File: config.mk
export PLATFORM = sky130hd
export DESIGN_NAME = hpt_lane
export DESIGN_NICKNAME = d
export VERILOG_FILES = /design/src/sv/hpt_pkg.sv /design/src/sv/hpt_lane.sv
export SDC_FILE = /design/constraint.sdc
export NUM_CORES = 2
export LEC_CHECK = 0
export ABC_AREA = 1
export BUFFER_PORTS_ARGS = -buffer_cell sky130_fd_sc_hd__buf_2
export CORE_ASPECT_RATIO = 1.2
export CORE_MARGIN = 8
export CORE_UTILIZATION = 33
export DETAILED_ROUTE_END_ITERATION = 8
export PLACE_DENSITY_LB_ADDON = 0.2
export SLEW_MARGIN = 15
export SYNTH_ARGS = -nofsm -noshare
export SYNTH_HDL_FRONTEND = slang
export SYNTH_SLANG_ARGS = --single-unit
File: constraint.sdc
create_clock -name clk_i -period 12.4 [get_ports clk_i]
set_input_delay 2.48 -clock clk_i [delete_from_list [all_inputs] [get_ports clk_i]]
set_output_delay 2.48 -clock clk_i [all_outputs]
set_load 0.05 [all_outputs]
File: src/sv/hpt_pkg.sv
// Shared types and constants for the homogeneous point transform.
// Used by hpt_lane, hpt_merge, homogeneous_point_transform and the testbench; no dependencies.
`timescale 1ns / 1ps

package hpt_pkg;

  localparam int unsigned NUM_ROWS    = 4;
  localparam int unsigned NUM_COLS    = 4;
  localparam int unsigned ELEM_W      = 16;
  localparam int unsigned OUT_W       = 34;
  localparam int unsigned COORD_W_DEF = 16;
  localparam int unsigned CFG_IDX_W   = 3;
  localparam int unsigned CFG_DATA_W  = NUM_ROWS * ELEM_W;

  // Configuration register indexes
  localparam logic [CFG_IDX_W-1:0] REG_COL0 = 3'd0;
  localparam logic [CFG_IDX_W-1:0] REG_COL1 = 3'd1;
  localparam logic [CFG_IDX_W-1:0] REG_COL2 = 3'd2;
  localparam logic [CFG_IDX_W-1:0] REG_COL3 = 3'd3;
  localparam logic [CFG_IDX_W-1:0] REG_MODE = 3'd4;

  // Identity matrix after reset, one column per register
  localparam logic [CFG_DATA_W-1:0] COL0_RST = 64'h0000_0000_0000_0001;
  localparam logic [CFG_DATA_W-1:0] COL1_RST = 64'h0000_0000_0001_0000;
  localparam logic [CFG_DATA_W-1:0] COL2_RST = 64'h0000_0001_0000_0000;
  localparam logic [CFG_DATA_W-1:0] COL3_RST = 64'h0001_0000_0000_0000;

  // Stage load strobes from the pipeline control to the lanes
  typedef struct packed {
    logic load_prod;
    logic load_sum;
  } hpt_ctl_t;

endpackage

File: src/sv/hpt_lane.sv
// One matrix row: four registered multiplies, then a registered sum.
// Depends on hpt_pkg.
`timescale 1ns / 1ps

module hpt_lane #(
  parameter int unsigned COORD_WIDTH = hpt_pkg::COORD_W_DEF
) (
  input  logic                                          clk_i,
  input  hpt_pkg::hpt_ctl_t                             ctl_i,
  input  logic [hpt_pkg::CFG_DATA_W-1:0]                row_i,
  input  logic                                          col3_en_i,
  input  logic signed [COORD_WIDTH-1:0]                 vec_i [hpt_pkg::NUM_COLS],
  output logic [hpt_pkg::OUT_W-1:0]                     sum_o
);
  import hpt_pkg::*;

  localparam int unsigned PROD_W = ELEM_W + COORD_WIDTH;
  localparam int unsigned EXT_W  = (PROD_W > OUT_W) ? PROD_W : OUT_W;

  logic signed [PROD_W-1:0] prod_d [NUM_COLS];
  logic signed [PROD_W-1:0] prod_q [NUM_COLS];
  logic [OUT_W-1:0]         sum_d;
  logic [OUT_W-1:0]         sum_q;

  always_comb begin
    for (int c = 0; c < NUM_COLS; c++) begin
      prod_d[c] = $signed(row_i[c*ELEM_W +: ELEM_W]) * vec_i[c];
    end
    // 3x3 mode drops column 3
    if (!col3_en_i) begin
      prod_d[NUM_COLS-1] = '0;
    end
  end

  always_ff @(posedge clk_i) begin
    if (ctl_i.load_prod) begin
      prod_q <= prod_d;
    end
  end

  // Sum modulo 2^OUT_W: sign-extend each product, keep the low bits
  always_comb begin
    logic signed [EXT_W-1:0] ext;
    sum_d = '0;
    for (int c = 0; c < NUM_COLS; c++) begin
      ext   = EXT_W'(prod_q[c]);
      sum_d = sum_d + ext[OUT_W-1:0];
    end
  end

  always_ff @(posedge clk_i) begin
    if (ctl_i.load_sum) begin
      sum_q <= sum_d;
    end
  end

  assign sum_o = sum_q;

endmodule

# == Word level (Yosys, flattened, before mapping) ==
# Index checks and enable logic that the tools add are counted.
# totals
mem_count,0
reg_bits,162
mem_bits_rw,0
latch_bits,0
inputBits,132
out_inout_bits,34
rom_bits,0
wordCells,12
# classes
mux,0
n_reduce_logical,0
n_mul,4
n_eq_ne,0
bitwise_logic,0
n_shift,0
magnitude_cmp,0
n_div,0
addsub,3
# op_table
cell,n
$mul A16 B16 Y32,4
$add A33 B32 Y34,1
$add A34 B34 Y34,1
$add A32 B32 Y33,1

# == Longest topological paths before layout ==
# depth
word_depth,3
ltp_mapped,27
depth_no_buf,25

# == Worst setup path after synthesis ==
# Ideal clock, no wire load.
# synth_timing
kind,input-to-reg
startpoint,in vec_i[21] (netlist bit)
endpoint,"reg prod_q[62] (netlist bit), data pin"
slack_ns,4.668
arrival_time_ns,7.480
n_path_buf,2
setup_time_ns,0.252
required_time_ns,12.148
stages,20
path_cell_list,clkbuf_1 clkbuf_1 nand2_1 fa_1 inv_1 fa_1 fa_1 fa_1 inv_1 fa_1 inv_1 fa_1 ha_1 inv_1 nor3_1 nand2_1 nor4_1 nand2_1 nand3_1 nand2_1
# synth_lines
item,line_no,source
from (decl),hpt_lane.sv:12,"input logic signed [COORD_WIDTH-1:0] vec_i [hpt_pkg::NUM_COLS],"
to (signal assigned),hpt_lane.sv:37,prod_q <= prod_d;
to (decl),hpt_lane.sv:21,logic signed [PROD_W-1:0] prod_q [NUM_COLS];

# == Final worst setup path ==
# layout_timing
startpoint,in vec_i[1] (netlist bit)
endpoint,"reg prod_q[23] (netlist bit), data pin"
# layout_via
elab_chain_len,1
# layout_rtl
item,line_no,source
$mul A16 B16 Y32,hpt_lane.sv:27,prod_d[c] = $signed(row_i[c*ELEM_W +: ELEM_W]) * vec_i[c];
# Every way passes these cells.
# A chain may end at the register's enable or synchronous reset.

==> summary.log <==
qor: outcome.outcome finished, final reports clean
qor: grt.grt_antenna_before_repair 13
qor: sta.final.setup_skew 0.0136 ns
qor: die.initial_utilization 33.3%
qor: clocking.post_cts.repair.setup_buffers 0
qor: clocking.clock_tree_from_tritoncts yes
qor: logic_synthesis.synthFlopType sky130_fd_sc_hd__edfxtp_1
qor: logic_synthesis.synth_sequential_area_ratio 9.58%
qor: logic_synthesis.leading_post_synthesis_cells_by_cell_area sky130_fd_sc_hd__fa_1 (44%), sky130_fd_sc_hd__inv_1 (14%), sky130_fd_sc_hd__nand2_1 (12%)
qor: grt.grt_max_degree 66
qor: clocking.max-clock-path-buffers 2
qor: drt.routed_wl 139000 µm
qor: drt.drt_first_iter_violations 2032
qor: worst_setup_path.worstReg2RegEnd sum_o[17]$_DFFE_PP_
qor: worst_setup_path.cp-start-kind primary input
qor: grt.grt_pass1_vias 41600
qor: sta.maxClockFrequency 122 MHz
qor: die.dieHeight 446 µm
qor: clocking.clock-sinks 162
qor: worst_setup_path.r2r_setup_slack 8.74 ns
qor: worst_setup_path.crit_slowest_cell sky130_fd_sc_hd__fa_1
qor: logic_synthesis.post-synth-top-area-cell sky130_fd_sc_hd__fa_1
qor: logic_synthesis.netlist.area_leader.share 43.9%
qor: logic_synthesis.synthesis.area 50800 µm²
qor: clocking.post_cts_resized 0
qor: worst_setup_path.cp.required 12.60 ns
qor: worst_setup_path.crit_path_start vec_i[1]
qor: logic_synthesis.ys_async_sr_fraction 0%
qor: sta.worstMarginPinSlew 0.926 ns
qor: placed_design.place.port_buffers 165
qor: drt.wire_per_inst 16.8 µm
qor: sta.setup_ws 4.19 ns
qor: logic_synthesis.number_of_library_cell_types_mapped_by_synthesis 40
qor: worst_setup_path.critical_path.max_fanout 16
qor: finish.final_layout_size_suffix_gt1_share 4.09%
qor: drt.via_per_inst 4.58
qor: die.io_count 166
qor: sta.rsz0062_at_grt no
qor: logic_synthesis.postSynthAreaPerCell 8.06 µm²
qor: worst_setup_path.cp_common_cell sky130_fd_sc_hd__fa_1
qor: sta.final_critical_delay_including_setup_and_external_delays 8.21 ns
qor: sta.report.final.setup_viol 0
qor: drt.drt_pre_antenna_iters 5
qor: logic_synthesis.synth_most_common_cell sky130_fd_sc_hd__inv_1
qor: die.core 153000 µm²
qor: finish.area_growth 5.89%
qor: grt.globalRouteTotalUtil 16.9%
qor: worst_setup_path.crit_path_max_incr_delay 0.91 ns
qor: clocking.clk_pin_slew_worst_paths 0.07 ns
qor: sta.relSlewSlack 38.2%
qor: worst_setup_path.regToRegStartpoint prod_q[65]$_DFFE_PP_
qor: clocking.later_pin_clock_latency_in_the_skew_report 0.44 ns
qor: worst_setup_path.wp_depth 21
qor: sta.min_period_over_period 66.2%
qor: clocking.htreeDepth 4
qor: clocking.postCtsHoldBufs 0
qor: run.max_cap_violations 0
qor: logic_synthesis.synth_commonest_cells sky130_fd_sc_hd__inv_1 (1852), sky130_fd_sc_hd__nand2_1 (1607), sky130_fd_sc_hd__fa_1 (1113)
qor: logic_synthesis.synthCells 6301
qor: sta.hold_viol 0
qor: die.floorplan.rows 157
qor: drt.antenna_violating_nets_post_route 0
qor: logic_synthesis.synth-edff-count 162
qor: worst_setup_path.ff2ff_path_depth 13
qor: worst_setup_path.crit_chain buf_2 > nand2_1 > inv_1 > fa_1 > fa_1 > fa_1 > fa_1 > fa_1 > inv_1 > fa_1 > inv_1 > ha_1 > nand2_1 > nor2_1 > inv_1 > nor2_1 > nand4_1 > nand2_1 > nand2_1 > nand2_1 > nor2_1
qor: logic_synthesis.synth_seq_cells 162
qor: die.die_footprint 167000 µm²
qor: logic_synthesis.synth-warning-count 0
qor: clocking.numCtsBuffers 17
qor: finish.fin_nets 7858
qor: die.die_w 374 µm
qor: worst_setup_path.crit_type in2reg
qor: logic_synthesis.synthesis.nets 7907
qor: worst_setup_path.cp_top_family adder cells
qor: worst_setup_path.timing.critical_path.buf_inv 5
qor: finish.fill_cells 16200
qor: drt.drcViolationCount 0
qor: placed_design.dpl_worst_slack 3.78 ns
qor: worst_setup_path.worst-endpoint-arrival 8.42 ns
qor: drt.num_vias 37800
qor: placed_design.place.gp.congestion 0.931
qor: placed_design.place_hpwl 120000 µm
qor: worst_setup_path.critical_path.endpoint prod_q[23]$_SDFFCE_PN0P_
qor: grt.grt_pass1_wl 226000 µm
qor: worst_setup_path.timing.critical_path.to_type flip-flop
qor: sta.finalMaxSlewViolations 0
qor: sta.setup_total_negative_slack 0 ns
qor: grt.grt_overflow_total 0
qor: clocking.clock-root-buffer sky130_fd_sc_hd__clkbuf_16
qor: min_path.min-delay-path-class reg2reg
==> layout by cell type (no fill, tap or decap), drive strengths merged, types with 21 or more instances in the layout <==
master,synthesis,routed
nor3,38,38
fa,1113,1113
buf,2,166
edfxtp,162,162
a21oi,163,163
nor2,279,279
clkbuf,232,21
nand3,150,150
xor2,73,73
inv,1856,1857
nand2,1627,1627
ha,361,361
o21bai,21,21
nand4,34,34
xnor2,23,23
o21ai,89,89
==> metal layers <==
metal	vias to the layer above	share of wire (%)	global-route usage (%)
li1	17900	-	-
met1	19000	43	21.7
met2	705	51	30.7
met3	162	3.5	1.79
met4	2	2.4	4.01
met5	-	0.0094	0
==> cell families (layout without fill, tap and decap cells) <==
kind of cell | count (synthesis) | count (layout) | synth area share (%)
AOI/OAI and AO/OA | 308 | 308 | 3.37
xor gates and xnor gates | 96 | 96 | 1.66
adders and majority gates | 1474 | 1474 | 52.8
buffers and inverters | 2093 | 2057 | 15.5
DFF | 162 | 162 | 9.58
other | 0 | 7 | 0
and+or+nand+nor | 2168 | 2168 | 17.1
==> state kept, by name, summed over array words and instances, names as in the netlist <==
signal	cells
sum_o	34
prod_q	128
==> worst register-to-register path: stages (launching register included) <==
cell and delay, ns:
sky130_fd_sc_hd__edfxtp_1 0.46, sky130_fd_sc_hd__fa_1 0.55, sky130_fd_sc_hd__fa_1 0.55, sky130_fd_sc_hd__ha_1 0.25
sky130_fd_sc_hd__inv_1 0.09, sky130_fd_sc_hd__fa_1 0.46, sky130_fd_sc_hd__inv_1 0.12, sky130_fd_sc_hd__nand3_1 0.08
sky130_fd_sc_hd__nand2_1 0.13, sky130_fd_sc_hd__nand2_1 0.06, sky130_fd_sc_hd__nand2_1 0.11, sky130_fd_sc_hd__nand3_1 0.10
sky130_fd_sc_hd__nand2_2 0.14, sky130_fd_sc_hd__xor2_1 0.35
==> final cells by class <==
cell class / count / area (µm²) / area share, %
Clock inverter: 11 / 88.8 / 0.165
Inverter: 1859 / 6980 / 13.0
Sequential cell: 162 / 4860 / 9.05
Timing Repair Buffer: 166 / 836 / 1.56
Tap cell: 1987 / 2490 / 4.63
Clock buffer: 21 / 440 / 0.819
Multi-Input combinational cell: 4046 / 38000 / 70.8
Antenna cell: 7 / 17.5 / 0.0326
==> stage by stage <==
stage               instances  instance area [µm²]  hold slack, ns  utilization (%)
detailed placement       8220                53200           0.568             34.9
floorplan                6301                50800           0.526                -
CTS                      8252                53700           0.583             35.2
global route             8258                53700           0.616             35.2
finish                   8259                53700           0.569             35.2
global placement         8220                53200           0.564             34.9
==> how the worst min path moves through the flow <==
stage	startpoint	slack, ns	depth (start not counted)	to
final	prod_q[96]$_DFFE_PP_	0.57	1	sum_o[0]$_DFFE_PP_
after global placement	prod_q[96]$_DFFE_PP_	0.56	1	sum_o[0]$_DFFE_PP_
after CTS	prod_q[96]$_DFFE_PP_	0.58	1	sum_o[0]$_DFFE_PP_
after floorplan	prod_q[96]$_DFFE_PP_	0.53	1	sum_o[0]$_DFFE_PP_
after detailed placement	prod_q[96]$_DFFE_PP_	0.57	1	sum_o[0]$_DFFE_PP_
after global routing	prod_q[96]$_DFFE_PP_	0.62	1	sum_o[0]$_DFFE_PP_
Power is left out: the tool's default activity adds up to more than one toggle a clock period on the data nets, which glitch-free logic cannot reach.
